[config.mk]
export PLATFORM = sky130hd
export DESIGN_NAME = pid_front_flat
export DESIGN_NICKNAME = d
export VERILOG_FILES = /design/src/rtl/pid_pkg.sv /design/src/rtl/pid_if.sv /design/src/rtl/pid_front.sv /design/src/flat_wrapper.sv
export SDC_FILE = /design/constraint.sdc
export NUM_CORES = 2
export LEC_CHECK = 0
export ABC_CLOCK_PERIOD_IN_PS = 16700
export BUFFER_PORTS_ARGS = -buffer_cell sky130_fd_sc_hd__buf_4
export CORE_ASPECT_RATIO = 1.75
export CORE_MARGIN = 4
export CORE_UTILIZATION = 25
export CTS_BUF_LIST = sky130_fd_sc_hd__clkbuf_4 sky130_fd_sc_hd__clkbuf_8
export CTS_CLUSTER_DIAMETER = 120
export DETAILED_ROUTE_END_ITERATION = 16
export PLACE_DENSITY = 0.48
export REMOVE_ABC_BUFFERS = 1
export SLEW_MARGIN = 10
export SYNTH_ARGS = -nofsm -noshare
export SYNTH_HDL_FRONTEND = slang
export SYNTH_SLANG_ARGS = --single-unit
[constraint.sdc]
create_clock -name i_clk -period 16.7 [get_ports i_clk]
set_input_delay 3.34 -clock i_clk [delete_from_list [all_inputs] [get_ports i_clk]]
set_output_delay 3.34 -clock i_clk [all_outputs]
set_load 0.05 [all_outputs]
[src/rtl/pid_pkg.sv]
package pid_pkg;

    localparam int FRAC_BITS = 16;

    localparam int SAMPLE_W = 16;
    localparam int ERR_W    = SAMPLE_W + 1;
    localparam int DE_W     = ERR_W + 1;
    localparam int DDE_W    = ERR_W + 2;
    localparam int GAIN_W   = 32;
    localparam int PROD_W   = GAIN_W + DDE_W;
    localparam int LIM_W    = 31;
    localparam int SLIM_W   = LIM_W + FRAC_BITS;
    // headroom for the three-term sums on top of the widest of limit or product
    localparam int SUM_W    = ((SLIM_W > PROD_W) ? SLIM_W : PROD_W) + 3;
    localparam int DRIVE_W  = 32;

    localparam int CFG_IDX_W  = 3;
    localparam int CFG_DATA_W = 32;

    localparam logic [CFG_IDX_W-1:0] CFG_LOOP_MODE   = CFG_IDX_W'(0);
    localparam logic [CFG_IDX_W-1:0] CFG_KP_GAIN     = CFG_IDX_W'(1);
    localparam logic [CFG_IDX_W-1:0] CFG_KI_GAIN     = CFG_IDX_W'(2);
    localparam logic [CFG_IDX_W-1:0] CFG_KD_GAIN     = CFG_IDX_W'(3);
    localparam logic [CFG_IDX_W-1:0] CFG_OUT_LIMIT   = CFG_IDX_W'(4);
    localparam logic [CFG_IDX_W-1:0] CFG_INTEG_LIMIT = CFG_IDX_W'(5);

    localparam logic CMD_CLEAR = 1'b1;
    localparam logic MODE_INC  = 1'b1;

    localparam int QUEUE_DEPTH = 2;
    localparam int Q_PTR_W     = (QUEUE_DEPTH > 1) ? $clog2(QUEUE_DEPTH) : 1;
    localparam int Q_CNT_W     = $clog2(QUEUE_DEPTH + 1);

    // queue slots plus the integrator stage plus the output register
    localparam int INFLIGHT_MAX = QUEUE_DEPTH + 2;
    localparam int INFLIGHT_W   = $clog2(INFLIGHT_MAX + 2);

    typedef struct packed {
        logic                     loop_mode;
        logic signed [GAIN_W-1:0] kp;
        logic signed [GAIN_W-1:0] ki;
        logic signed [GAIN_W-1:0] kd;
        logic [LIM_W-1:0]         out_limit;
        logic [LIM_W-1:0]         integ_limit;
    } t_cfg;

    typedef struct packed {
        logic                     clr;
        logic signed [PROD_W-1:0] pp;
        logic signed [PROD_W-1:0] pi;
        logic signed [PROD_W-1:0] pd;
    } t_entry;

    typedef struct packed {
        logic full;
        logic empty;
    } t_q_stat;

endpackage

[src/rtl/pid_if.sv]
interface pid_in_if;
    logic                                valid;
    logic                                ready;
    logic                                cmd;
    logic signed [pid_pkg::SAMPLE_W-1:0] setpoint;
    logic signed [pid_pkg::SAMPLE_W-1:0] feedback;

    modport source (output valid, cmd, setpoint, feedback, input ready);
    modport sink   (input valid, cmd, setpoint, feedback, output ready);
endinterface


[src/rtl/pid_front.sv]
module pid_front (
    input  logic              i_clk,
    input  logic              i_rst_n,
    pid_in_if.sink            i_in,
    input  pid_pkg::t_cfg     i_cfg,
    input  pid_pkg::t_q_stat  i_q_stat,
    output logic              o_push,
    output pid_pkg::t_entry   o_entry
);

    logic signed [pid_pkg::ERR_W-1:0] r_e1, n_e1;
    logic signed [pid_pkg::ERR_W-1:0] r_e2, n_e2;
    logic signed [pid_pkg::ERR_W-1:0] w_e;
    logic signed [pid_pkg::DE_W-1:0]  w_de;
    logic signed [pid_pkg::DDE_W-1:0] w_dde;
    logic signed [pid_pkg::DDE_W-1:0] w_op_p, w_op_i, w_op_d;

    assign i_in.ready = !i_q_stat.full;
    assign o_push     = i_in.valid && i_in.ready;

    always_comb begin
        w_e   = {i_in.setpoint[pid_pkg::SAMPLE_W-1], i_in.setpoint}
              - {i_in.feedback[pid_pkg::SAMPLE_W-1], i_in.feedback};
        w_de  = {w_e[pid_pkg::ERR_W-1], w_e} - {r_e1[pid_pkg::ERR_W-1], r_e1};
        // e - 2*e1 + e2
        w_dde = {{2{w_e[pid_pkg::ERR_W-1]}}, w_e}
              - {r_e1[pid_pkg::ERR_W-1], r_e1, 1'b0}
              + {{2{r_e2[pid_pkg::ERR_W-1]}}, r_e2};

        w_op_i = {{2{w_e[pid_pkg::ERR_W-1]}}, w_e};
        if (i_cfg.loop_mode == pid_pkg::MODE_INC) begin
            w_op_p = {w_de[pid_pkg::DE_W-1], w_de};
            w_op_d = w_dde;
        end else begin
            w_op_p = w_op_i;
            w_op_d = {w_de[pid_pkg::DE_W-1], w_de};
        end

        o_entry.clr = (i_in.cmd == pid_pkg::CMD_CLEAR);
        o_entry.pp  = pid_pkg::PROD_W'(i_cfg.kp) * pid_pkg::PROD_W'(w_op_p);
        o_entry.pi  = pid_pkg::PROD_W'(i_cfg.ki) * pid_pkg::PROD_W'(w_op_i);
        o_entry.pd  = pid_pkg::PROD_W'(i_cfg.kd) * pid_pkg::PROD_W'(w_op_d);

        n_e1 = r_e1;
        n_e2 = r_e2;
        if (o_push) begin
            if (i_in.cmd == pid_pkg::CMD_CLEAR) begin
                n_e1 = '0;
                n_e2 = '0;
            end else begin
                n_e1 = w_e;
                n_e2 = r_e1;
            end
        end
    end

    always_ff @(posedge i_clk) begin
        if (!i_rst_n) begin
            r_e1 <= '0;
            r_e2 <= '0;
        end else begin
            r_e1 <= n_e1;
            r_e2 <= n_e2;
        end
    end

endmodule

[src/flat_wrapper.sv]
// flat-port wrapper written by rule: the top's interface ports become plain ports
module pid_front_flat 
  (i_clk, i_rst_n, i_cfg, i_q_stat, o_push, o_entry, i_in_valid, i_in_cmd, i_in_setpoint, i_in_feedback, i_in_ready);
  pid_in_if i_in_i ();
  input  logic i_clk;
  input  logic i_rst_n;
  input  pid_pkg::t_cfg i_cfg;
  input  pid_pkg::t_q_stat i_q_stat;
  output logic o_push;
  output pid_pkg::t_entry o_entry;
  input wire logic [$bits(i_in_i.valid)-1:0] i_in_valid;
  input wire logic [$bits(i_in_i.cmd)-1:0] i_in_cmd;
  input wire logic [$bits(i_in_i.setpoint)-1:0] i_in_setpoint;
  input wire logic [$bits(i_in_i.feedback)-1:0] i_in_feedback;
  output wire logic [$bits(i_in_i.ready)-1:0] i_in_ready;
  assign i_in_i.valid = i_in_valid;
  assign i_in_i.cmd = i_in_cmd;
  assign i_in_i.setpoint = i_in_setpoint;
  assign i_in_i.feedback = i_in_feedback;
  assign i_in_ready = i_in_i.ready;
  pid_front u_core (.i_clk(i_clk), .i_rst_n(i_rst_n), .i_in(i_in_i), .i_cfg(i_cfg), .i_q_stat(i_q_stat), .o_push(o_push), .o_entry(o_entry));
endmodule
### Word level (Yosys, flattened, before mapping)

Index checks and enable logic that the tools add are counted.

| storage, ports and cells | value |
|---|---|
| register bits after elaboration | 34 |
| input port bits | 197 |

| operators by class | value |
|---|---|
| add/sub/neg operators | 4 |
| $mul | 3 |
| multiplexer cells | 4 |
| reduce and logical (&&, ||, !) cells | 2 |

Operators with widths:

| operator | number |
|---|---|
| $mul 32x19->51 | 2 |
| $mul 32x17->49 | 1 |
| $mux 19 | 2 |
| $mux 17 | 2 |
| $add 19x19->19 | 1 |
| $sub 17x18->19 | 1 |
| $sub 17x17->18 | 1 |
| $sub 16x16->17 | 1 |
| $logic_and 1x1->1 | 1 |
| $logic_not 1->1 | 1 |

### Depth between registers and ports, before layout

| depth | value |
|---|---|
| depth in word-level cells | 5 |
| mapped depth | 48 |
| gate-level depth less buffers | 45 |

### Worst setup path before layout

No wires, ideal clock.

| path | value |
|---|---|
| kind | input -> output |
| start point | input port i_in_feedback[2] |
| end point | output port o_entry[151] (netlist name) |
| arrival time | 14.343 ns |
| required time | 13.360 ns |
| slack | -0.983 ns |
| stages | 41 |
| path through | inv_1 > ha_1 > nor2b_1 > o21ai_2 > a21boi_1 > o21a_1 > o21a_1 > o2111a_1 > or3_4 > a2111o_1 > nand3_1 > buf_2 > ha_1 > a211o_1 > o311a_1 > o21ai_1 > clkbuf_1 > o211ai_1 > (+5 left out) > fa_1 > fa_1 > inv_1 > fa_1 > inv_1 > fa_1 > inv_1 > ha_1 > a21o_1 > a21oi_1 > o32ai_1 > a311o_1 > nor3_1 > nor4bb_1 > a31oi_1 > or3_1 > and4b_1 > a311oi_1 |

RTL lines:

| item | line | text |
|---|---|---|
| start: declaration | flat_wrapper.sv:14 | `input wire logic [$bits(i_in_i.feedback)-1:0] i_in_feedback;` |
| end: declaration | flat_wrapper.sv:10 | `output pid_pkg::t_entry o_entry;` |

==> metrics.md <==
| Metric | Value |
|---|---|
| Outcome | `finished, violations left` |
| Violated checks | `setup timing` |
| WL final | `228 mm` |
| Clk Latency, worst-skew pair | `0.30 ns` |
| Max-cap violations | `0` |
| RSZ-0062 raised after global routing | `yes` |
| Die height | `691 um` |
| Clock transition at the registers of the reported paths | `0.08 ns` |
| Final Skew | `0.0104 ns` |
| Root Buffer | `clkbuf_8` |
| Setup ws final | `-0.909 ns` |
| Number of clock sinks | `34` |
| Top delay family on crit path | `adder cells` |
| Vias in the first global route | `62400` |
| Slew Viols, Final | `0` |
| Gr ovfl total | `0` |
| Worst path arrival time | `14.27 ns` |
| H-tree level count | `2` |
| Ranking of synthesized cells by area | `fa_1, inv_1, ha_1` |
| Largest net degree at the start of global routing | `75` |
| Total GRT Usage | `0.166` |
| # hold bufs at CTS | `0` |
| Post-placement setup slack | `-1.80 ns` |
| Count of input and output buffers | `289` |
| Asr flop ratio synth | `0` |
| CP endpoint kind | `output pin` |
| Post-route DRC | `0` |
| Final period utilization | `1.05` |
| Crit path launch type | `input pin` |
| CTS buffer count | `5` |
| CP peak stage delay | `0.59 ns` |
| Netlist cell types | `80` |
| Synth top area share | `0.517` |
| 1st-pass router iterations | `5` |
| CTS tree | `built` |
| Final Wtd Congestion | `0.863` |
| Clk buf depth | `2` |
| Slew @ Worst Pin | `1.10 ns` |
| Die X | `398 um` |
| Routed length per placed instance | `19.2 um` |
| Reg area | `681 um2` |
| First-pass GRT wire length | `356 mm` |
| Crit path max fanout | `5` |
| Fin crit period | `17.61 ns` |
| Final Util | `0.310` |
| Worst min path class | `reg -> reg` |
| Share of cells above drive strength 1 | `0.186` |
| Slew headroom | `0.263` |
| Initial antenna violation count | `14` |
| Area of placed instances | `78100 um2` |
| Die area | `275000 um2` |
| Multi-input combinational cell area | `60700 um2` |
| Filler cells | `28200` |
| Initial core utilization | `0.251` |
| IO Pins | `353` |
| Yosys warnings | `0` |
| Post-DP HPWL | `189 mm` |
| Seq cells post-synth | `34` |
| Synth Cell Area | `66700 um2` |
| Number of vias per cell | `4.59` |
| Final setup vio count | `44` |
| EDFF count, synth | `0` |
| Seq/Total Area, Yosys | `0.0102` |
| FMAX | `56.8 MHz` |
| Number of nets still failing antenna checks after routing | `0` |
| Post-Synthesis Cells | `7625` |
| Avg Cell Area, Syn | `8.75 um2` |
| Slowest-stage cell, CP | `fa_1` |
| Most frequent CP cell | `buf_6` |
| Post-synth top area cell | `fa_1` |
| CP bufs+invs | `16` |
| Post-layout nets | `10700` |
| Synth-to-Final Area Change | `23.5%` |
| DR iter-0 viols | `2338` |
| Worst path required time | `13.36 ns` |
| Cell row count | `250` |
| Commonest cells post-synth | `fa_1, inv_1, nand2_1` |
| Final Hold Fails | `0` |
| CP Class | `in -> out` |
| Ys flop type | `dfxtp_1` |
| Vias | `54500` |
| Core footprint | `265000 um2` |
| Fin area | `82300 um2` |
[cell families after synthesis]
logic type / synth area share
fa+ha+maj: 0.600
compound gates: 0.0922
simple gates: 0.150
buf+inv: 0.122
mux: 0.00300
xor+xnor: 0.0226
flops: 0.0102
[cell usage in the layout (no fill, tap or decap), drive strengths merged, types with 8 or more instances in the layout]
master and n:
nand2 1208, xor2 53, ha 442, nand3 84, o31ai 20, buf 1146, o211ai 77, xnor2 119
a211oi 46, a31oi 19, or2 8, a311oi 21, a32oi 32, inv 1722, o21ai 113, a221oi 8
a21oi 195, o21a 28, mux2 8, and2 365, nand2b 23, nor3 53, o21bai 56, a21boi 58
nand4 19, a21o 107, mux2i 11, nor2 217, nor2b 150, o311ai 34, dfxtp 34, fa 1722
a22oi 12, clkbuf 10, and3 15, or3 15
[worst register-to-register path: stages (launching register included)]
cell and delay, ns:
dfxtp_1 0.34, inv_1 0.10, nor3_1 0.19, a21oi_1 0.06
nor2b_1 0.15
[layout make-up]
| cell class | instances | share of cell area |
|---|---|---|
| Multi-Input combinational cell | 5431 | 0.738 |
| Timing Repair Buffer | 1152 | 0.120 |
| Inverter | 1722 | 0.0785 |
| Tap cell | 3528 | 0.0536 |
| Sequential cell | 34 | 0.00827 |
| Clock buffer | 5 | 0.000836 |
| Antenna cell | 7 | 0.000213 |
| Clock inverter | 2 | 0.000182 |
[sequential cells by signal, summed over array words and instances (netlist names)]
register	count
u_core.r_e2	17
u_core.r_e1	17
[path summary, 6_finish.rpt]
path | start | endpoint | slack (ns) | cells after the start
min reg2reg | u_core.r_e1[11]$_SDFFE_PN0P_ | u_core.r_e1[11]$_SDFFE_PN0P_ | 0.47 | 2
max | i_in_setpoint[0] | o_entry[29] | -0.91 | 49
min | u_core.r_e1[11]$_SDFFE_PN0P_ | u_core.r_e1[11]$_SDFFE_PN0P_ | 0.47 | 2
max reg2reg | u_core.r_e1[4]$_SDFFE_PN0P_ | u_core.r_e2[4]$_SDFFE_PN0P_ | 15.79 | 4
[what timing repair did]
item                                    4_1_cts  5_1_grt
gates cloned                                  2        5
endpoints found under the setup margin       57       62
buffers inserted                             36       58
resized for setup                           381      290
pin swaps                                   125      157
[per-layer routing]
layer  GRT usage  part of all wire
met5           0          0.000088
met4      0.0421             0.030
met3      0.0135             0.034
met2       0.333              0.57
met1       0.183              0.36
[through the flow]
stage	hold slack, ns	TNS, ns	std cells
floorplan	0.441	-148.85	7187
global placement	0.453	-42.86	11800
detailed placement	0.458	-44.61	11800
CTS	0.470	-14.40	11800
global route	0.507	-37.29	11900
finish	0.466	-20.56	11900
Power is not shown: default switching activity piles up to over one toggle a cycle in this logic, so the estimate is an artifact.
