--- config.mk ---
export PLATFORM = sky130hd
export DESIGN_NAME = pid_queue
export DESIGN_NICKNAME = d
export VERILOG_FILES = /design/src/rtl/pid_pkg.sv /design/src/rtl/pid_queue.sv
export SDC_FILE = /design/constraint.sdc
export NUM_CORES = 1
export LEC_CHECK = 0
export ABC_AREA = 1
export BUFFER_PORTS_ARGS = -buffer_cell sky130_fd_sc_hd__buf_4
export CORE_MARGIN = 5
export CORE_UTILIZATION = 40
export CTS_BUF_LIST = sky130_fd_sc_hd__clkbuf_2
export DETAILED_ROUTE_END_ITERATION = 6
export PLACE_DENSITY = 0.66
export SLEW_MARGIN = 40
export SYNTH_ARGS = -nofsm -noshare
export SYNTH_HDL_FRONTEND = slang
export SYNTH_SLANG_ARGS = --single-unit
--- constraint.sdc ---
create_clock -name i_clk -period 8.2 [get_ports i_clk]
set_input_delay 1.64 -clock i_clk [delete_from_list [all_inputs] [get_ports i_clk]]
set_output_delay 1.64 -clock i_clk [all_outputs]
set_load 0.05 [all_outputs]
--- src/rtl/pid_pkg.sv ---
package pid_pkg;

    localparam int FRAC_BITS = 16;

    localparam int SAMPLE_W = 16;
    localparam int ERR_W    = SAMPLE_W + 1;
    localparam int DE_W     = ERR_W + 1;
    localparam int DDE_W    = ERR_W + 2;
    localparam int GAIN_W   = 32;
    localparam int PROD_W   = GAIN_W + DDE_W;
    localparam int LIM_W    = 31;
    localparam int SLIM_W   = LIM_W + FRAC_BITS;
    // headroom for the three-term sums on top of the widest of limit or product
    localparam int SUM_W    = ((SLIM_W > PROD_W) ? SLIM_W : PROD_W) + 3;
    localparam int DRIVE_W  = 32;

    localparam int CFG_IDX_W  = 3;
    localparam int CFG_DATA_W = 32;

    localparam logic [CFG_IDX_W-1:0] CFG_LOOP_MODE   = CFG_IDX_W'(0);
    localparam logic [CFG_IDX_W-1:0] CFG_KP_GAIN     = CFG_IDX_W'(1);
    localparam logic [CFG_IDX_W-1:0] CFG_KI_GAIN     = CFG_IDX_W'(2);
    localparam logic [CFG_IDX_W-1:0] CFG_KD_GAIN     = CFG_IDX_W'(3);
    localparam logic [CFG_IDX_W-1:0] CFG_OUT_LIMIT   = CFG_IDX_W'(4);
    localparam logic [CFG_IDX_W-1:0] CFG_INTEG_LIMIT = CFG_IDX_W'(5);

    localparam logic CMD_CLEAR = 1'b1;
    localparam logic MODE_INC  = 1'b1;

    localparam int QUEUE_DEPTH = 2;
    localparam int Q_PTR_W     = (QUEUE_DEPTH > 1) ? $clog2(QUEUE_DEPTH) : 1;
    localparam int Q_CNT_W     = $clog2(QUEUE_DEPTH + 1);

    // queue slots plus the integrator stage plus the output register
    localparam int INFLIGHT_MAX = QUEUE_DEPTH + 2;
    localparam int INFLIGHT_W   = $clog2(INFLIGHT_MAX + 2);

    typedef struct packed {
        logic                     loop_mode;
        logic signed [GAIN_W-1:0] kp;
        logic signed [GAIN_W-1:0] ki;
        logic signed [GAIN_W-1:0] kd;
        logic [LIM_W-1:0]         out_limit;
        logic [LIM_W-1:0]         integ_limit;
    } t_cfg;

    typedef struct packed {
        logic                     clr;
        logic signed [PROD_W-1:0] pp;
        logic signed [PROD_W-1:0] pi;
        logic signed [PROD_W-1:0] pd;
    } t_entry;

    typedef struct packed {
        logic full;
        logic empty;
    } t_q_stat;

endpackage

--- src/rtl/pid_queue.sv ---
module pid_queue (
    input  logic              i_clk,
    input  logic              i_rst_n,
    input  logic              i_push,
    input  pid_pkg::t_entry   i_entry,
    input  logic              i_pop,
    output pid_pkg::t_entry   o_entry,
    output pid_pkg::t_q_stat  o_stat
);

    pid_pkg::t_entry                   r_mem [pid_pkg::QUEUE_DEPTH];
    logic [pid_pkg::Q_PTR_W-1:0]       r_wr_ptr, n_wr_ptr;
    logic [pid_pkg::Q_PTR_W-1:0]       r_rd_ptr, n_rd_ptr;
    logic [pid_pkg::Q_CNT_W-1:0]       r_cnt, n_cnt;

    localparam logic [pid_pkg::Q_PTR_W-1:0] PTR_LAST = pid_pkg::Q_PTR_W'(pid_pkg::QUEUE_DEPTH - 1);

    always_comb begin
        n_wr_ptr = r_wr_ptr;
        n_rd_ptr = r_rd_ptr;
        n_cnt    = r_cnt;
        if (i_push) begin
            n_wr_ptr = (r_wr_ptr == PTR_LAST) ? '0 : r_wr_ptr + 1'b1;
        end
        if (i_pop) begin
            n_rd_ptr = (r_rd_ptr == PTR_LAST) ? '0 : r_rd_ptr + 1'b1;
        end
        case ({i_push, i_pop})
            2'b10:   n_cnt = r_cnt + 1'b1;
            2'b01:   n_cnt = r_cnt - 1'b1;
            default: n_cnt = r_cnt;
        endcase
    end

    always_ff @(posedge i_clk) begin
        if (!i_rst_n) begin
            r_wr_ptr <= '0;
            r_rd_ptr <= '0;
            r_cnt    <= '0;
        end else begin
            r_wr_ptr <= n_wr_ptr;
            r_rd_ptr <= n_rd_ptr;
            r_cnt    <= n_cnt;
        end
    end

    always_ff @(posedge i_clk) begin
        if (i_push) begin
            r_mem[r_wr_ptr] <= i_entry;
        end
    end

    assign o_entry      = r_mem[r_rd_ptr];
    assign o_stat.full  = (r_cnt == pid_pkg::Q_CNT_W'(pid_pkg::QUEUE_DEPTH));
    assign o_stat.empty = (r_cnt == '0);

endmodule

### After elaboration in Yosys (flattened, before gate mapping)

Memories as Yosys holds them, arrays and structs flattened. A register that Yosys moved wholly into a read port is not among the register bits.
Index checks and enable logic that the tools add are counted.

* memories kept: 1
* word-level logic and storage cells: 20
* bits in writable memories: 308
* register bits after elaboration: 4

* mux-type cells: 7
* add/sub/neg operators: 4
* equal/unequal tests: 3
* reduce and logical (&&, ||, !) cells: 2

Memories
* r_mem: words 2, bits a word 154, rd ports 1, clocked after Yosys merged registers in 1, write ports 1, line pid_queue.sv:11 `pid_pkg::t_entry r_mem [pid_pkg::QUEUE_DEPTH];`

Operators with widths (count)
* two-way mux 1 bit: 6
* == test 2 bit (second input constant): 2
* one-hot mux 2 bit (2 select lines): 1
* adder 1 bit (second input constant): 2
* adder 2 x 1 -> 2 bit (second input constant): 1
* == test 2 x 1 -> 1 bit (second input constant): 1
* logical NOT 2 bit: 1
* nonzero test 2 bit: 1
* subtractor 2 x 1 -> 2 bit (second input constant): 1

### Logic depth before layout (Yosys ltp)

Gate-level depths: netlist (run 1).

* depth in word-level cells: 4
* mapped depth: 7
* mapped depth without buffers: 7

### Worst setup path before layout (run 1)

OpenSTA, ideal clock, no wires.

* path type: input port to flip-flop
* start point: input port i_push
* end point: memory r_mem[0][0] in the netlist's numbering (enable)
* setup time: 0.674 ns
* arrival time: 8.147 ns
* data required time: 7.526 ns
* cell stages on the path: 2
* slack: -0.621 ns
* path through: inv_1 nor2_1

* word-level cells in the longest chain between the ends: 2

RTL lines
* from (decl): line pid_queue.sv:4 `input logic i_push,`
* two-way mux 1 bit: line pid_queue.sv:48 `if (i_push) begin`
* two-way mux 1 bit (implied by the code): line pid_queue.sv:49 `r_mem[r_wr_ptr] <= i_entry;`
* to (decl): line pid_queue.sv:11

Every way passes these cells.

==> out/qor.yml, run 1 <==
ys.flop_type: "edfxtp_1"
fp.dieW_microns: 180
final_antenna_net_count: 0
core_area_sq_mm: 0.0286
p_int_uw: 2480
max_freq_mhz: 228
grt_max_degree: 84
hold-path-endpoint: "r_rd_ptr$_SDFFE_PN0P_"
cp.arrival_ns: 2.75
clock-root-buffer: "clkbuf_2"
antenna_found_initial: 1
setup-tns-final_ns: 0
ys_async_sr_fraction_pct: 0
synth.distinct_cells: 13
relSlewSlack_pct: 47.7
holdPathStages: 2
vdd_drop_max_uv: 137
cts_made_buffers: 79
reg2reg_to: "r_mem[1][22]$_DFFE_PP_"
std_cell_rows: 62
die_h_microns: 180
syn_area_per_cell_sq_um: 22.5
syn-instance-count: 514
synth_edf_count: 308
drive_above_1_share_pct: 62.7
routedWlPerCell_microns: 17.7
hold_class: "reg2reg"
firstDrtPassIters: 4
cts_setup_buffers: 0
vias: 6052
worst_pin_slew_ns: 0.783
r2r_start: "r_wr_ptr$_SDFFE_PN0P_"
viasPerCell: 4.56
grt_pass1_vias: 6578
cp-end-kind: "output pin"
pwr-share-seq_pct: 54.2
yosysTopAreaCell: "edfxtp_1"
gp_congestion: 0.740
overflow: 0
finalWirelength_microns: 23500
synth.most_common_cell: "edfxtp_1"
drtIter0Drc: 253
grt_pass1_wl_microns: 35100
clk_pin_slew_ns: 0.07
tritoncts: "yes"
period_share_pct: 53.5
ctsHtreeMaxLevel: 3
cts_sinks: 313
hold_viol_final: 0
synth_nets: 673
p_sw_share_pct: 28.2
yosysWarnings: 0
synth.top_cells.by_count: "308 x edfxtp_1, 94 x mux2_2, 60 x mux2_4"
path_max_fanout: 58
die-area_sq_mm: 0.0324
dp_hpwl_microns: 15300
synth_seq_area_share_pct: 80.8
min-delay-start: "r_rd_ptr$_SDFFE_PN0P_"
power.leakage_uw: 0.00587
p_comb_share_pct: 17.6
drcViolationCount: 0
slew_viol_final: 0
skew_ns: 0.0706
io_buffers: 313
clk_latency_ns: 0.79
cts_hold_buf: 0
final_net_count: 1056
worst-r2r-setup-slack_ns: 5.95
cp-start-kind: "flop"
initial_core_util_pct: 40.4
outcome: "complete, no violations"
track_usage_pct: 13.9
syn_to_final_growth_pct: 29.9
synth_area_leaders: "edfxtp_1 80%, mux2_2 9.1%, mux2_4 7.8%, dfxtp_1 0.87%, buf_6 0.78%"
synth_top_area_share_pct: 79.9
path_class: "reg2out"
dp_slack_ns: 4.49
ys_ff_latch: 313
syn_area_sq_mm: 0.0116
required_ns: 6.56
cts_resized: 0
period_needed_ns: 4.39
p_sw_uw: 976
power_density_mw_per_mm2: 230
clockBufferDepth: 3
r2r_cells: 3
postLayoutSetupSlackWorst_ns: 3.81
ioPinCount: 314
finalSetupViolations: 0
p_clk_share_pct: 28.1
rsz0062_at_grt: "no"
cap_violations: 0
[flip-flops by register name, indices dropped and copies added, names as in the netlist, named ones only]
| name | cells |
|---|---|
| r_wr_ptr | 1 |
| r_mem | 308 |
| r_cnt | 2 |
| r_rd_ptr | 1 |
[kinds of logic after synthesis]
logic type | synth area share (%)
simple gates | 0.703
flops | 80.8
fa+ha+maj | 0.108
mux | 16.9
compound gates | 0.0864
buf+inv | 1.36
[critical path, stage by stage, from the launching register on]
cell and delay, ns:
dfxtp_4 0.72, buf_6 0.60, mux2_2 0.41, buf_4 0.19
[per-stage QoR]
stage	instance area, sq um	utilization (%)	std cells	hold slack (ns)	power [uW]
3_3_place_gp	14300	50.0	1199	0.475	2520
5_1_grt	15000	52.5	1327	0.533	3630
2_1_floorplan	11600	-	514	0.463	2330
3_5_place_dp	14300	50.1	1199	0.489	2530
4_1_cts	15000	52.4	1324	0.507	3530
6_report	15000	52.5	1327	0.497	3460
[layout make-up]
cell class | count | area [sq um]
inverters | 6 | 30.0
fillers | 2363 | 13600
clock buffers | 107 | 536
multi-input cells | 178 | 2070
well taps | 384 | 480
repair buffers | 319 | 2420
clock inverters | 18 | 130
flip-flops and latches | 313 | 9350
diodes | 2 | 5.00
[how the worst max path moves through the flow]
stage / to / slack, ns / cells past startpoint
floorplan: r_mem[0][0]$_DFFE_PP_ / 2.07 / 2
global placement: o_entry[56] / 4.29 / 3
detailed placement: r_mem[0][119]$_DFFE_PP_ / 4.49 / 4
CTS: o_entry[45] / 3.63 / 3
global route: o_entry[45] / 3.59 / 3
finish: o_entry[45] / 3.81 / 3
[power groups by stage]
stage / Combinational [uW] / Sequential [uW] / Clock (uW)
floorplan: 416 / 1910 / 0
finish: 610 / 1880 / 973
global route: 638 / 1880 / 1110
global placement: 612 / 1910 / 0
detailed placement: 615 / 1910 / 0
CTS: 617 / 1880 / 1030
[placed cells by master, fill, tap and decap left out]
| cell type | Yosys | routed |
|---|---|---|
| nor2_1 | 12 | 11 |
| mux2_2 | 94 | 94 |
| buf_12 | 0 | 1 |
| diode_2 | 0 | 2 |
| clkinv_1 | 0 | 11 |
| buf_6 | 8 | 4 |
| clkinvlp_4 | 0 | 2 |
| nand4_1 | 1 | 1 |
| bufinv_16 | 0 | 2 |
| inv_1 | 6 | 5 |
| a21oi_1 | 1 | 1 |
| edfxtp_1 | 308 | 308 |
| dfxtp_1 | 5 | 4 |
| ha_1 | 1 | 1 |
| buf_4 | 0 | 314 |
| clkbuf_2 | 0 | 107 |
| mux2_4 | 60 | 60 |
| clkinv_2 | 0 | 2 |
| dfxtp_4 | 0 | 1 |
| inv_8 | 0 | 1 |
| o21ai_0 | 1 | 1 |
| inv_2 | 0 | 1 |
| nor2_4 | 0 | 1 |
| nand2_1 | 8 | 8 |
[routing by layer]
layer	part of all wire, %	up-vias	track usage (%)	routed length [microns]
li1	-	2830	-	-
met1	39	2926	15.6	9220
met2	50	245	23.2	11700
met3	8.4	51	5.89	1980
met4	2.8	0	5.96	657
met5	0	-	0	0
Power figures use the tool's default switching activity.
==> inputs of run 2 (changes only) <==
--- a/config.mk
+++ b/config.mk
@@ -11,7 +11,6 @@
 export CORE_UTILIZATION = 40
 export CTS_BUF_LIST = sky130_fd_sc_hd__clkbuf_2
 export DETAILED_ROUTE_END_ITERATION = 6
-export PLACE_DENSITY = 0.66
 export SLEW_MARGIN = 40
 export SYNTH_ARGS = -nofsm -noshare
 export SYNTH_HDL_FRONTEND = slang
==> constraint.sdc (replaced) <==
create_clock -name i_clk -period 4.3 [get_ports i_clk]
set_input_delay 0.86 -clock i_clk [delete_from_list [all_inputs] [get_ports i_clk]]
set_output_delay 0.86 -clock i_clk [all_outputs]
set_load 0.05 [all_outputs]
==> run 2 against run 1 <==
Compared with the run above: first-iteration DRC count increased by 19%; die area unchanged; sequential share of layout area decreased by 0.27 points; utilization increased by 0.23 points; non-clock buffer count increased by 1; clock power increased by 100%; routed wire length increased by 5.7%; global-route usage increased by 0.91 points; clock skew about the same; critical path depth unchanged; critical path type unchanged.
==> out/qor.yml, run 2 (synthesized netlist as in run 1, its figures left out) <==
final_common_cell: "buf_4"
period_share_pct: 79.8
skew_ns: 0.0702  # -0.000354 ns
drive_above_1_share_pct: 63.4  # +0.66 points
syn_to_final_growth_pct: 30.4
cts_made_buffers: 82  # +3.8%
track_usage_pct: 14.8  # +0.91 points
cap_violations: 0  # unchanged
core_area_sq_mm: 0.0286  # unchanged
critical_path.cell_chain: "buf_12, mux2_2, buf_4"
gp_congestion: 0.756  # +2.2%
cts_sinks: 313  # unchanged
firstDrtPassIters: 4  # unchanged
grt_pass1_vias: 6930  # +5.4%
ctsHtreeMaxLevel: 3  # unchanged
clockBufferDepth: 3  # unchanged
cts_setup_buffers: 0  # unchanged
cp_top_family: "buffers and inverters"
vias: 6158  # +1.8%
required_ns: 3.44  # -3.12 ns
die-area_sq_mm: 0.0324  # unchanged
cp_num_buf_inv: 2  # unchanged
std_cell_rows: 62  # unchanged
routedWlPerCell_microns: 18.5  # +4.3%
grt_max_degree: 86  # +2.4%
path_class: "reg2out"
clk_latency_ns: 0.83  # +0.04 ns
dp_hpwl_microns: 16600  # +8.4%
path_max_fanout: 85  # +47%
final_net_count: 1060  # +0.38%
viasPerCell: 4.58  # +0.46%
cts_hold_buf: 0  # unchanged
crit_slowest_cell: "dfxtp_4"
vdd_drop_max_uv: 354  # +160%
max_stage_delay_ns: 0.59  # -0.13 ns
rsz0062_at_grt: "no"
period_needed_ns: 3.43
initial_core_util_pct: 40.4  # unchanged
largest_reg_flops: 308  # unchanged
ioPinCount: 314  # unchanged
largestRegisters: "r_mem x308, r_cnt x2"
hold_class: "in2reg"
clock-root-buffer: "clkbuf_2"
mostFrequentLayoutCells: "315 x buf_4, 308 x edfxtp_1, 120 x clkbuf_2, 94 x mux2_2, 60 x mux2_4"
overflow: 0  # unchanged
final_antenna_net_count: 0  # unchanged
cp.arrival_ns: 2.57  # -0.18 ns
regMostFlops: "r_mem"
finalWirelength_microns: 24900  # +5.7%
drtIter0Drc: 302  # +19%
cp-end-kind: "output pin"
relSlewSlack_pct: 44.9  # -2.8 points
tritoncts: "yes"
worst_pin_slew_ns: 0.826  # +0.0433 ns
cts_resized: 0  # unchanged
hold_viol_final: 0  # unchanged
final_core_util_pct: 52.7  # +0.23 points
die_h_microns: 180  # unchanged
io_buffers: 313  # unchanged
slew_viol_final: 0  # unchanged
cp-start-kind: "flop"
drcViolationCount: 0  # unchanged
max_freq_mhz: 292
antenna_found_initial: 1  # unchanged
clk_pin_slew_ns: 0.10  # +0.03 ns
power.leakage_uw: 0.00592  # +0.92%
finalSetupViolations: 0  # unchanged
setup-tns-final_ns: 0  # unchanged
outcome: "complete, no violations"
grt_pass1_wl_microns: 37600  # +6.9%
power_density_mw_per_mm2: 444  # +93%
fp.dieW_microns: 180  # unchanged
## run 2: cell count changes in the layout (fill, tap and decap cells not counted), sizes merged
cell      before  now
clkbuf       107  120
buf          319  320
clkinvlp       2    3
clkinv        13   16
bufinv         2    1
## run 2: worst paths after layout
check / from / endpoint / slack [ns] / depth (start not counted)
max: flop / o_entry[150] / 0.87 / 3
min: i_entry[92] / r_mem[1][92]$_DFFE_PP_ / 0.21 / 1
max reg2reg: r_wr_ptr$_SDFFE_PN0P_ / r_mem[1][135]$_DFFE_PP_ / 2.62 / 3
min reg2reg: r_rd_ptr$_SDFFE_PN0P_ / r_rd_ptr$_SDFFE_PN0P_ / 0.52 / 2
## run 2: per-stage QoR
step	worst slack, ns	hold slack, ns	instances	instance area (sq um)	power [uW]
2_1_floorplan	0.661	0.463	514	11600	4430
3_3_place_gp	1.73	0.483	1201	14300	4810
3_5_place_dp	1.70	0.500	1201	14400	4840
4_1_cts	0.763	0.0460	1342	15100	6830
5_1_grt	0.654	0.0388	1344	15100	7050
6_report	0.870	0.212	1344	15100	6700
## run 2: cell type report
type                            instances  area (sq um)
Inverter                                6          26.3
Clock inverter                         21           126
Clock buffer                          120           601
Antenna cell                            2          5.00
Multi-Input combinational cell        178          2070
Sequential cell                       313          9350
Timing Repair Buffer                  320          2430
Fill cell                            2425         13500
Tap cell                              384           480
## run 2: layer usage
layer	vias to the layer above	routed length [microns]	GRT usage, %
li1	2850	-	-
met1	2994	9970	17.8
met2	282	12000	23.6
met3	32	2510	6.82
met4	0	395	5.17
met5	-	0	0
## run 2: power breakdown
group | switching [uW] | internal, uW
combinational | 751 | 425
sequential | 43.8 | 3530
clock | 1140 | 809
total | 1940 | 4760
