--- config.mk ---
export PLATFORM = sky130hd
export DESIGN_NAME = pid_back_flat
export DESIGN_NICKNAME = d
export VERILOG_FILES = /design/src/rtl/pid_pkg.sv /design/src/rtl/pid_if.sv /design/src/rtl/pid_back.sv /design/src/flat_wrapper.sv
export SDC_FILE = /design/constraint.sdc
export NUM_CORES = 1
export LEC_CHECK = 0
export BUFFER_PORTS_ARGS = -buffer_cell sky130_fd_sc_hd__buf_2
export CAP_MARGIN = 20
export CELL_PAD_IN_SITES_DETAIL_PLACEMENT = 0
export CELL_PAD_IN_SITES_GLOBAL_PLACEMENT = 1
export CORE_MARGIN = 4
export CORE_UTILIZATION = 44
export DETAILED_ROUTE_END_ITERATION = 6
export GPL_ROUTABILITY_DRIVEN = 0
export PLACE_DENSITY_LB_ADDON = 0.1
export SLEW_MARGIN = 20
export SYNTH_ARGS = -nofsm -noshare
export SYNTH_HDL_FRONTEND = slang
export SYNTH_SLANG_ARGS = --single-unit
--- constraint.sdc ---
create_clock -name i_clk -period 10.71 [get_ports i_clk]
set_clock_uncertainty 0.15 [all_clocks]
set_input_delay 1.6065 -clock i_clk [delete_from_list [all_inputs] [get_ports i_clk]]
set_output_delay 1.6065 -clock i_clk [all_outputs]
set_load 0.03 [all_outputs]
--- src/rtl/pid_pkg.sv ---
package pid_pkg;

    localparam int FRAC_BITS = 16;

    localparam int SAMPLE_W = 16;
    localparam int ERR_W    = SAMPLE_W + 1;
    localparam int DE_W     = ERR_W + 1;
    localparam int DDE_W    = ERR_W + 2;
    localparam int GAIN_W   = 32;
    localparam int PROD_W   = GAIN_W + DDE_W;
    localparam int LIM_W    = 31;
    localparam int SLIM_W   = LIM_W + FRAC_BITS;
    // headroom for the three-term sums on top of the widest of limit or product
    localparam int SUM_W    = ((SLIM_W > PROD_W) ? SLIM_W : PROD_W) + 3;
    localparam int DRIVE_W  = 32;

    localparam int CFG_IDX_W  = 3;
    localparam int CFG_DATA_W = 32;

    localparam logic [CFG_IDX_W-1:0] CFG_LOOP_MODE   = CFG_IDX_W'(0);
    localparam logic [CFG_IDX_W-1:0] CFG_KP_GAIN     = CFG_IDX_W'(1);
    localparam logic [CFG_IDX_W-1:0] CFG_KI_GAIN     = CFG_IDX_W'(2);
    localparam logic [CFG_IDX_W-1:0] CFG_KD_GAIN     = CFG_IDX_W'(3);
    localparam logic [CFG_IDX_W-1:0] CFG_OUT_LIMIT   = CFG_IDX_W'(4);
    localparam logic [CFG_IDX_W-1:0] CFG_INTEG_LIMIT = CFG_IDX_W'(5);

    localparam logic CMD_CLEAR = 1'b1;
    localparam logic MODE_INC  = 1'b1;

    localparam int QUEUE_DEPTH = 2;
    localparam int Q_PTR_W     = (QUEUE_DEPTH > 1) ? $clog2(QUEUE_DEPTH) : 1;
    localparam int Q_CNT_W     = $clog2(QUEUE_DEPTH + 1);

    // queue slots plus the integrator stage plus the output register
    localparam int INFLIGHT_MAX = QUEUE_DEPTH + 2;
    localparam int INFLIGHT_W   = $clog2(INFLIGHT_MAX + 2);

    typedef struct packed {
        logic                     loop_mode;
        logic signed [GAIN_W-1:0] kp;
        logic signed [GAIN_W-1:0] ki;
        logic signed [GAIN_W-1:0] kd;
        logic [LIM_W-1:0]         out_limit;
        logic [LIM_W-1:0]         integ_limit;
    } t_cfg;

    typedef struct packed {
        logic                     clr;
        logic signed [PROD_W-1:0] pp;
        logic signed [PROD_W-1:0] pi;
        logic signed [PROD_W-1:0] pd;
    } t_entry;

    typedef struct packed {
        logic full;
        logic empty;
    } t_q_stat;

endpackage

--- src/rtl/pid_if.sv ---


interface pid_out_if;
    logic                               valid;
    logic                               ready;
    logic signed [pid_pkg::DRIVE_W-1:0] drive;

    modport source (output valid, drive, input ready);
    modport sink   (input valid, drive, output ready);
endinterface

--- src/rtl/pid_back.sv ---
module pid_back (
    input  logic              i_clk,
    input  logic              i_rst_n,
    input  pid_pkg::t_cfg     i_cfg,
    input  pid_pkg::t_q_stat  i_q_stat,
    input  pid_pkg::t_entry   i_entry,
    output logic              o_pop,
    pid_out_if.source         o_res
);

    localparam int SW = pid_pkg::SUM_W;
    localparam int PW = pid_pkg::PROD_W;

    function automatic logic signed [SW-1:0] clamp_sym(
        input logic signed [SW-1:0] x,
        input logic signed [SW-1:0] lim
    );
        logic signed [SW-1:0] res;
        res = x;
        if (x > lim) begin
            res = lim;
        end else if (x < -lim) begin
            res = -lim;
        end
        return res;
    endfunction

    logic                 w_adv;
    logic                 w_inc;
    logic signed [SW-1:0] w_ilim, w_olim;
    logic signed [SW-1:0] w_pp, w_pi, w_pd;
    logic signed [SW-1:0] w_base;
    logic signed [SW-1:0] n_integ, n_b1_sum, n_out_acc;

    logic                 r_b1_v;
    logic                 r_b1_clr;
    logic signed [SW-1:0] r_b1_sum;
    logic signed [SW-1:0] r_integ;
    logic                 r_ovalid;
    logic signed [SW-1:0] r_out_acc;

    assign w_adv = !r_ovalid || o_res.ready;
    assign o_pop = w_adv && !i_q_stat.empty;
    assign w_inc = (i_cfg.loop_mode == pid_pkg::MODE_INC);

    always_comb begin
        w_ilim = {{(SW-pid_pkg::SLIM_W){1'b0}}, i_cfg.integ_limit, {pid_pkg::FRAC_BITS{1'b0}}};
        w_olim = {{(SW-pid_pkg::SLIM_W){1'b0}}, i_cfg.out_limit, {pid_pkg::FRAC_BITS{1'b0}}};
        w_pp   = {{(SW-PW){i_entry.pp[PW-1]}}, i_entry.pp};
        w_pi   = {{(SW-PW){i_entry.pi[PW-1]}}, i_entry.pi};
        w_pd   = {{(SW-PW){i_entry.pd[PW-1]}}, i_entry.pd};

        // integrator stage
        if (i_entry.clr) begin
            n_integ = '0;
        end else if (w_inc) begin
            n_integ = w_pi;
        end else begin
            n_integ = clamp_sym(r_integ + w_pi, w_ilim);
        end
        n_b1_sum = w_pp + w_pd + (w_inc ? w_pi : '0);

        // output stage: delta mode accumulates onto the kept output
        w_base = w_inc ? r_out_acc : r_integ;
        if (r_b1_clr) begin
            n_out_acc = '0;
        end else begin
            n_out_acc = clamp_sym(w_base + r_b1_sum, w_olim);
        end
    end

    always_ff @(posedge i_clk) begin
        if (!i_rst_n) begin
            r_b1_v    <= 1'b0;
            r_integ   <= '0;
            r_ovalid  <= 1'b0;
            r_out_acc <= '0;
        end else if (w_adv) begin
            r_b1_v   <= !i_q_stat.empty;
            r_ovalid <= r_b1_v;
            if (!i_q_stat.empty) begin
                r_integ <= n_integ;
            end
            if (r_b1_v) begin
                r_out_acc <= n_out_acc;
            end
        end
    end

    always_ff @(posedge i_clk) begin
        if (o_pop) begin
            r_b1_clr <= i_entry.clr;
            r_b1_sum <= n_b1_sum;
        end
    end

    assign o_res.valid = r_ovalid;
    // arithmetic floor of the kept output is just its integer bits
    assign o_res.drive = r_out_acc[pid_pkg::FRAC_BITS +: pid_pkg::DRIVE_W];

endmodule

--- src/flat_wrapper.sv ---
// flat-port wrapper written by rule: the top's interface ports become plain ports
module pid_back_flat 
  (i_clk, i_rst_n, i_cfg, i_q_stat, i_entry, o_pop, o_res_valid, o_res_drive, o_res_ready);
  pid_out_if o_res_i ();
  input  logic i_clk;
  input  logic i_rst_n;
  input  pid_pkg::t_cfg i_cfg;
  input  pid_pkg::t_q_stat i_q_stat;
  input  pid_pkg::t_entry i_entry;
  output logic o_pop;
  output wire logic [$bits(o_res_i.valid)-1:0] o_res_valid;
  output wire logic [$bits(o_res_i.drive)-1:0] o_res_drive;
  input wire logic [$bits(o_res_i.ready)-1:0] o_res_ready;
  assign o_res_valid = o_res_i.valid;
  assign o_res_drive = o_res_i.drive;
  assign o_res_i.ready = o_res_ready;
  pid_back u_core (.i_clk(i_clk), .i_rst_n(i_rst_n), .i_cfg(i_cfg), .i_q_stat(i_q_stat), .i_entry(i_entry), .o_pop(o_pop), .o_res(o_res_i));
endmodule
Word level (Yosys, flattened, before mapping). Index checks and enable logic that the tools add are counted.

Add/sub/neg operators: 6. Order comparisons: 4. Multiplexer cells: 9. Reduce and logical (&&, ||, !) cells: 6. Bitwise gates (word level): 1.

Operator list (number): 2-to-1 mux 54 bit (9); adder 54 bit (2); greater-than comparator 54 x 48 -> 1 bit (2); < comparator 54 bit (2); negator 47 -> 54 bit (2); adder 54 x 51 -> 54 bit (1); adder 51 x 51 -> 52 bit (1); AND reduction 2 bit (2); zero test 1 bit (2); logical AND 1 bit (1); logical OR 1 bit (1); NOT 1 bit (1).

Word-level logic and storage cells: 32. Register bits: 165. Output and inout port bits: 34.

Longest topological paths before layout. Gate-level depths: netlist of the first run.

Depth after elaboration: 6. Mapped depth: 32. Mapped depth without buffers: 27.

Least setup slack after synthesis of the first run. No wires, ideal clock.

Path kind: input to register. Start point: input port i_cfg[158] in the netlist's numbering. End point: register u_core.r_out_acc[22]. Buffers on the path: 5. Arrival time: 7.997 ns. Library setup time: 0.074 ns. Required time: 10.486 ns. Cell stages on the path: 30. Slack: 2.489 ns. Cells stage by stage: clkbuf_1 clkbuf_1 clkbuf_1 mux2_2 ha_1 inv_1 fa_1 and2b_1 o2111ai_1 a32oi_1 a2111oi_2 nor4_1 o21ai_0 o31ai_1 a21o_1 a21oi_1 xnor2_1 ha_1 nand3_1 or2_2 a311o_1 a311oi_1 or2_2 o31a_1 a311oi_2 a21oi_2 buf_4 clkbuf_1 a21oi_1 o21ai_0.

Longest elaborated chain between the ends: 6.

RTL lines: start, declared (line flat_wrapper.sv:7) `input pid_pkg::t_cfg i_cfg;`; 2-to-1 mux 54 bit * (line pid_back.sv:64) `w_base = w_inc ? r_out_acc : r_integ;`; adder 54 bit * (line pid_back.sv:68) `n_out_acc = clamp_sym(w_base + r_b1_sum, w_olim);`; < comparator 54 bit (line pid_back.sv:22) `end else if (x < -lim) begin`; 2-to-1 mux 54 bit (line pid_back.sv:22); 2-to-1 mux 54 bit * (line pid_back.sv:20) `if (x > lim) begin`; 2-to-1 mux 54 bit * (line pid_back.sv:65) `if (r_b1_clr) begin`; end signal, assigned (line pid_back.sv:85) `r_out_acc <= n_out_acc;`; end, declared (line pid_back.sv:40) `logic signed [SW-1:0] r_out_acc;`.

Mark *: on every way between the ends. The rest lies on a longest branch, timed or not. A chain may end at the register's enable or synchronous reset.

Final worst setup path of the first run.
Start point: input port i_cfg[158] in the netlist's numbering. End point: register u_core.r_out_acc[52].

Same word-level chain as after synthesis.

==> impl_results.md, run 1 <==
- Nets: between 3000 and 4000
- Die H: about 240 um
- Dpl hpwl: 71.3 mm
- WL final: around 85 mm
- Worst path arrival time: between 9000 and 10000 ps
- DRC: 0
- Area leader, netlist: ha_1
- Total gr overflow: 0
- Setup-failing EPs final: 0
- CTS Buffer Depth: 2
- Max VDD drop: just under 0.00008 V
- Commonest cells after routing, fill and taps aside: ha_1, a21oi_1, buf_2, o21ai_0, nand2_1
- DRT antenna net count: 0
- Dpl ws: slightly below 900 ps
- Syn_nets: between 3000 and 4000
- Num CTS Buffers: 17
- Rel. slew slack: between 20 and 30%
- Top FF cell, synth: dfxtp_1
- CORE AREA: 54000 sq um
- CP max-delay cell: nor4_1
- First-pass GRT wire length: ~130 mm
- DR WL/cell: between 20 and 25 um
- Initial Util: roughly 45%
- Register clock-pin slew on the reported worst setup and hold paths: roughly 60 ps
- Crit Path Class: input pin to register
- Setup_tns: 0 ps
- Worst setup margin: 1410 ps
- Total number of vias: around 24000
- Switching Fraction: a little under half
- Req. time, crit path: 10970 ps
- RSZ-0062 raised after global routing: false
- Seq pwr share: a little under a quarter
- Max-cap violations: 0
- # hold bufs at CTS: 0
- Critical Path Fanout Max: 33
- Post-DP Area: 25600 sq um
- Internal power: 0.00192 W
- Worst Tran Pin Value: approximately 1100 ps
- Achievable Freq: approximately 110 MHz
- Initial antenna violation count: 2
- CTS sink count: 165
- Number of port buffers: 254
- Combinational Power Share: a little under three fifths
- Number of cell rows: 85
- CTS H-Tree Depth: 4
- Post-synth cell types: 95
- Vias in the first global route: between 20000 and 25000
- Syn Std Cell Area: around 24000 sq um
- Root Buffer Master: clkbuf_16
- Clk_lat worst skew: 480 ps
- Width of the die: ~240 um
- CP dominant cell by count: nand4_1
- Yosys reg bits: 165
- FFs w/ async S/R, synth: 0%
- R2r setup slk: 2320 ps
- Final Cell Area: between 20000 and 30000 sq um
- Area share of the largest cell type after synthesis: between 15 and 20%
- Area added between synthesis and finish: 8.96%
- Overall Global Routing Usage: between 20% and 30%
- Synth Area per Inst: between 7 and 8 sq um
- CP max stage delay: about 630 ps
- Pins Over Slew Limit: 0
- DR iter-0 viols: around 1800
- CP Launch Type: input pin
- Outcome: complete, no violations
- Largest cells by area after synthesis: ha_1, dfxtp_1, edfxtp_1, a21oi_1, xnor2_1
- Seq/Total Area, Yosys: 16.0%
- I/O pins: roughly 350
- Pleak: around 12 nW
- CTS tree: done
- Final Cycle Share: about 87%
- # fillers: around 5400
- Layout cells sized above 1: 12.7%
- Number of synthesized flops with an enable pin: 55
- Largest net degree at the start of global routing: 70
- Mapped Cells: 3082
- Die Area: 58600 sq um
- P per Cell Area: between 100 and 150 nW/um^2
- Clock network power share: a little under a fifth
- Switch Pwr: ~0.0016 W
- Vias/cell: between 6 and 7
- Fin crit period: between 9000 and 10000 ps
- Final hold viol count: 0
- Tightest Hold Check Type: register to register
- Commonest non-fill, non-tap cell in the layout: ha_1
- Worst Setup End Kind: register
- Post-CTS Resized: 0
- Syn. warnings: 0
- Post-CTS setup buffers: 0
- 1st-pass router iterations: 6
[synthesized netlist by cell type, types with 39 or more instances]
library cell and count:
a21o_1 142, a21oi_1 305, and2_1 75, clkbuf_1 79, dfxtp_1 110, edfxtp_1 55, ha_1 345, inv_1 141
mux2_2 54, nand2_1 220, nand2b_1 39, nand3_1 54, nand4_1 67, nor2_1 176, nor2b_1 43, nor3_1 57
o21ai_0 226, o21bai_1 39, xnor2_1 172, xor2_1 75
[cell type report]
type / count / area [sq um] / area share [%]
clock inverter: 12 / 153 / 0.581
multi-input combinational: 2620 / 18900 / 72.1
timing repair buffer: 274 / 1460 / 5.55
sequential: 165 / 3850 / 14.7
antenna: 2 / 5.00 / 0.0191
inverter: 141 / 529 / 2.02
clock buffer: 20 / 447 / 1.70
tap: 696 / 871 / 3.32
[power by group through the flow]
| stage | Sequential, W | Combinational (W) | Clock, W |
|---|---|---|---|
| after floorplan | 0.000796 | 0.00148 | 0 |
| after global placement | 0.000830 | 0.00194 | 0 |
| after detailed placement | 0.000831 | 0.00197 | 0 |
| after CTS | 0.000818 | 0.00198 | 0.000676 |
| after global routing | 0.000828 | 0.00224 | 0.000699 |
| final | 0.000820 | 0.00202 | 0.000668 |
[cells by family (layout without fill, tap and decap cells)]
kind of cell,after synthesis,after routing,synth area share [%]
AO/OA/AOI/OAI,1073,1073,29.1
buffers and inverters,297,447,5.45
adder cells (fa/ha/maj),349,349,18.2
other,0,2,0
XOR/XNOR,250,250,9.27
flip-flops,165,165,16.0
multiplexers,69,69,3.15
AND/OR/NAND/NOR,879,879,18.8
[per-layer routing]
| layer | up-vias | track usage, % | part of all wire [%] |
|---|---|---|---|
| li1 | 11800 | - | - |
| met3 | 105 | 4.78 | 7.8 |
| met2 | 907 | 42.0 | 42 |
| met1 | 11200 | 40.5 | 48 |
| met4 | 2 | 7.32 | 2.5 |
| met5 | - | 0 | 0.015 |
[through the flow]
stage	hold slack, ps	power [W]	std cells	util, %
CTS	315	0.00348	3927	48.5
finish	321	0.00351	3930	48.6
global route	344	0.00377	3928	48.6
floorplan	270	0.00227	3082	-
global placement	292	0.00277	3895	47.4
detailed placement	299	0.00280	3895	47.4
[sequential cells by signal (all words and copies together) (netlist names)]
signal and count:
u_core.o_res.valid 1, u_core.r_b1_sum 54, u_core.r_integ 54, u_core.r_b1_clr 1, u_core.r_out_acc 54, u_core.r_b1_v 1
[worst paths after layout]
| check | start | end | depth (start not counted) |
|---|---|---|---|
| max | i_cfg[158] | u_core.r_out_acc[52] | 27 |
| min | u_core.r_out_acc[1] | u_core.r_out_acc[1] | 2 |
| max reg2reg | u_core.r_integ[0] | u_core.r_integ[0] | 24 |
| min reg2reg | u_core.r_out_acc[1] | u_core.r_out_acc[1] | 2 |
[worst max-delay path: cells and delay by family]
kind	cells	cell delay, ps
buf+inv	3	990
fa+ha+maj	2	620
compound gates	8	1840
mux	1	380
simple gates	12	3710
xor+xnor	1	360
Power figures use the tool's default switching activity.
==> inputs of run 2 (changes only) <==
--- a/config.mk
+++ b/config.mk
@@ -10,7 +10,8 @@
 export CELL_PAD_IN_SITES_DETAIL_PLACEMENT = 0
 export CELL_PAD_IN_SITES_GLOBAL_PLACEMENT = 1
 export CORE_MARGIN = 4
-export CORE_UTILIZATION = 44
+export CORE_UTILIZATION = 40
+export CTS_BUF_LIST = sky130_fd_sc_hd__clkbuf_4 sky130_fd_sc_hd__clkbuf_8
 export DETAILED_ROUTE_END_ITERATION = 6
 export GPL_ROUTABILITY_DRIVEN = 0
 export PLACE_DENSITY_LB_ADDON = 0.1
==> constraint.sdc (replaced) <==
create_clock -name i_clk -period 7.54 [get_ports i_clk]
set_clock_uncertainty 0.15 [all_clocks]
set_input_delay 1.131 -clock i_clk [delete_from_list [all_inputs] [get_ports i_clk]]
set_output_delay 1.131 -clock i_clk [all_outputs]
set_load 0.03 [all_outputs]
==> impl_results.md, run 2 (synthesis gave the netlist of run 1 again) <==
- Outcome: complete, no violations
- Final design utilization: 48.8% (+0.16 points)
- Nets: 4229 (+8.8%)
- Final Power: 0.00529 W (+51%)
- R2r setup slk: 570 ps (-1750 ps)
- Worst path arrival time: 7670 ps (-1890 ps)
- Die Area: 64200 sq um (+9.7%)
- Register Area: 3850 sq um (unchanged)
- Req. time, crit path: 7910 ps (-3060 ps)
- DRT antenna net count: 0 (unchanged)
- Dpl hpwl: 77.5 mm (+8.8%)
- Width of the die: 253 um (+4.7%)
- Hold Path Depth: 2 (unchanged)
- Top delay family on crit path: simple AND/OR/NAND/NOR gates
- Fin crit period: between 7000 and 8000 ps
- Worst Tran Pin Value: 1060 ps (-8.53 ps)
- Worst Setup End Kind: register
- Overall Global Routing Usage: 27.4% (-0.28 points)
- Final Cell Area: 28900 sq um (+10%)
- CP Launch Type: input pin
- Post-Layout Cell Count: 4349 (+11%)
- Initial Util: 40.6% (-4.0 points)
- Hold Path Sink: u_core.r_out_acc[51]
- Die H: 253 um (+4.7%)
- Layout cells sized above 1: 21.6% (+8.9 points)
- Highest routed metal layer: met4
- Final hold viol count: 0 (unchanged)
- Vias in the first global route: 24100 (+6.7%)
- Rel. slew slack: 29.0% (+0.57 points)
- CORE AREA: 59400 sq um (+9.9%)
- CTS tree: done
- Commonest non-fill, non-tap cell in the layout: buf_4
- Critical Path Fanout Max: 18 (-45%)
- FF-to-FF Start: u_core.r_integ[0]
- DR iter-0 viols: 1831 (+2.4%)
- Post-CTS setup buffers: 0 (unchanged)
- Max VDD drop: 0.000141 V (+83%)
- Tightest Hold Check Type: register to register
- CP dominant cell by count: buf_4
- WL met2: 38.5 mm (+8.1%)
- Vias/cell: 5.80 (-5.0%)
- Max-cap violations: 0 (unchanged)
- Total number of vias: 25200 (+5.2%)
- WL final: 90.4 mm (+6.5%)
- Area of the multi-input gates: 19000 sq um (+0.51%)
- First-pass GRT wire length: 137 mm (+6.3%)
- RR Endpoint: u_core.r_integ[2]
- 1st-pass router iterations: 6 (unchanged)
- CTS sink count: 165 (unchanged)
- CP max stage delay: 570 ps (-60 ps)
- CTS H-Tree Depth: 4 (unchanged)
- Pins Over Slew Limit: 0 (unchanged)
- Achievable Freq: 137 MHz
- # fillers: 5940 (+11%)
- Pleak: 13.6 nW (+14%)
- Clk_lat worst skew: 570 ps (+90 ps)
- Final Cycle Share: 96.9%
- Area added between synthesis and finish: 20.1%
- Hold Startpoint: u_core.r_out_acc[51]
- Setup-failing EPs final: 0 (unchanged)
- Largest regs: u_core.r_b1_sum x54, u_core.r_integ x54, u_core.r_out_acc x54
- Met3 WL: 5.74 mm (-13%)
- Metal-1 WL: 44.0 mm (+8.5%)
- Number of port buffers: 254 (unchanged)
- Placed cells: 4316 (+11%)
- DR WL/cell: 20.8 um (-3.7%)
- Num CTS Buffers: 17 (unchanged)
- I/O pins: 352 (unchanged)
- CTS Buffer Depth: 2 (unchanged)
- Total gr overflow: 0 (unchanged)
- Post-DP Area: 28400 sq um (+11%)
- Crit path buffers/inverters: 8 (+5)
- RSZ-0062 raised after global routing: false
- Worst r2r path cells: 30 (+25%)
- # hold bufs at CTS: 0 (unchanged)
- Root Buffer Master: clkbuf_8
- Register clock-pin slew on the reported worst setup and hold paths: 110 ps (+50 ps)
- Number of cell rows: 89 (+4.7%)
- CP max-delay cell: or4_4
- Commonest cells after routing, fill and taps aside: buf_4, ha_1, a21oi_1, buf_2, o21ai_0
- Largest net degree at the start of global routing: 59 (-16%)
- Initial antenna violation count: 5 (+3)
- DRC: 0 (unchanged)
- P per Cell Area: 183 nW/um^2 (+37%)
- Crit Path Class: input pin to register
## run 2: changes by cell type in the layout (fill, tap and decap cells not counted), moves of 4 or more
cell       delta
clkbuf_16    -17
buf_12        +7
a211oi_1      -4
a211oi_2      +4
o21ai_1       +4
o21ai_0       -5
buf_4       +336
clkbuf_8     +17
## run 2: area by class of cell
cell class | instances | area share, %
antenna | 1 | 0.00865
inverter | 141 | 1.83
multi-input combinational | 2620 | 65.8
timing repair buffer | 617 | 14.2
tap | 773 | 3.34
clock buffer | 18 | 0.856
sequential | 165 | 13.3
clock inverter | 14 | 0.687
## run 2: tightest hold or removal path, cell delays in order (launching register included)
cell and delay, ps:
dfxtp_1 340, nand2_1 50, o21ai_1 50
## run 2: power breakdown
group / switching (W) / total (W) / internal (W)
logic: 0.00187 / 0.00336 / 0.00149
registers: 0.0000934 / 0.00117 / 0.00107
clock network: 0.000393 / 0.000766 / 0.000373
## run 2: repair_timing
action / 4_1_cts / 5_1_grt
gates resized for setup: 2 / 18
pin swaps: 0 / 4
setup endpoints to repair: 7 / 106
## run 2: worst max-delay path by stage
stage | startpoint | end | slack [ps] | depth (start not counted)
CTS | i_cfg[158] | u_core.r_out_acc[35] | 40 | 31
finish | i_cfg[158] | u_core.r_out_acc[35] | 240 | 33
detailed placement | i_cfg[158] | u_core.r_out_acc[35] | -670 | 34
global route | i_cfg[158] | u_core.r_out_acc[35] | 10 | 33
global placement | i_cfg[158] | u_core.r_out_acc[45] | -540 | 33
floorplan | i_cfg[158] | u_core.r_out_acc[22] | 7 | 27
## run 2: through the flow
stage,TNS [ps],hold slack (ps),worst slack [ps]
2_1_floorplan,0,270,6.69
3_3_place_gp,-41340,311,-543
3_5_place_dp,-52680,318,-674
4_1_cts,0,334,40.1
5_1_grt,0,368,11.3
6_report,0,331,237
## run 2: per-layer routing
layer  up-vias  track usage [%]
met5         -                0
li1      12400                -
met4         0             7.33
met3       105             3.52
met2       833             42.0
met1     11800             40.4
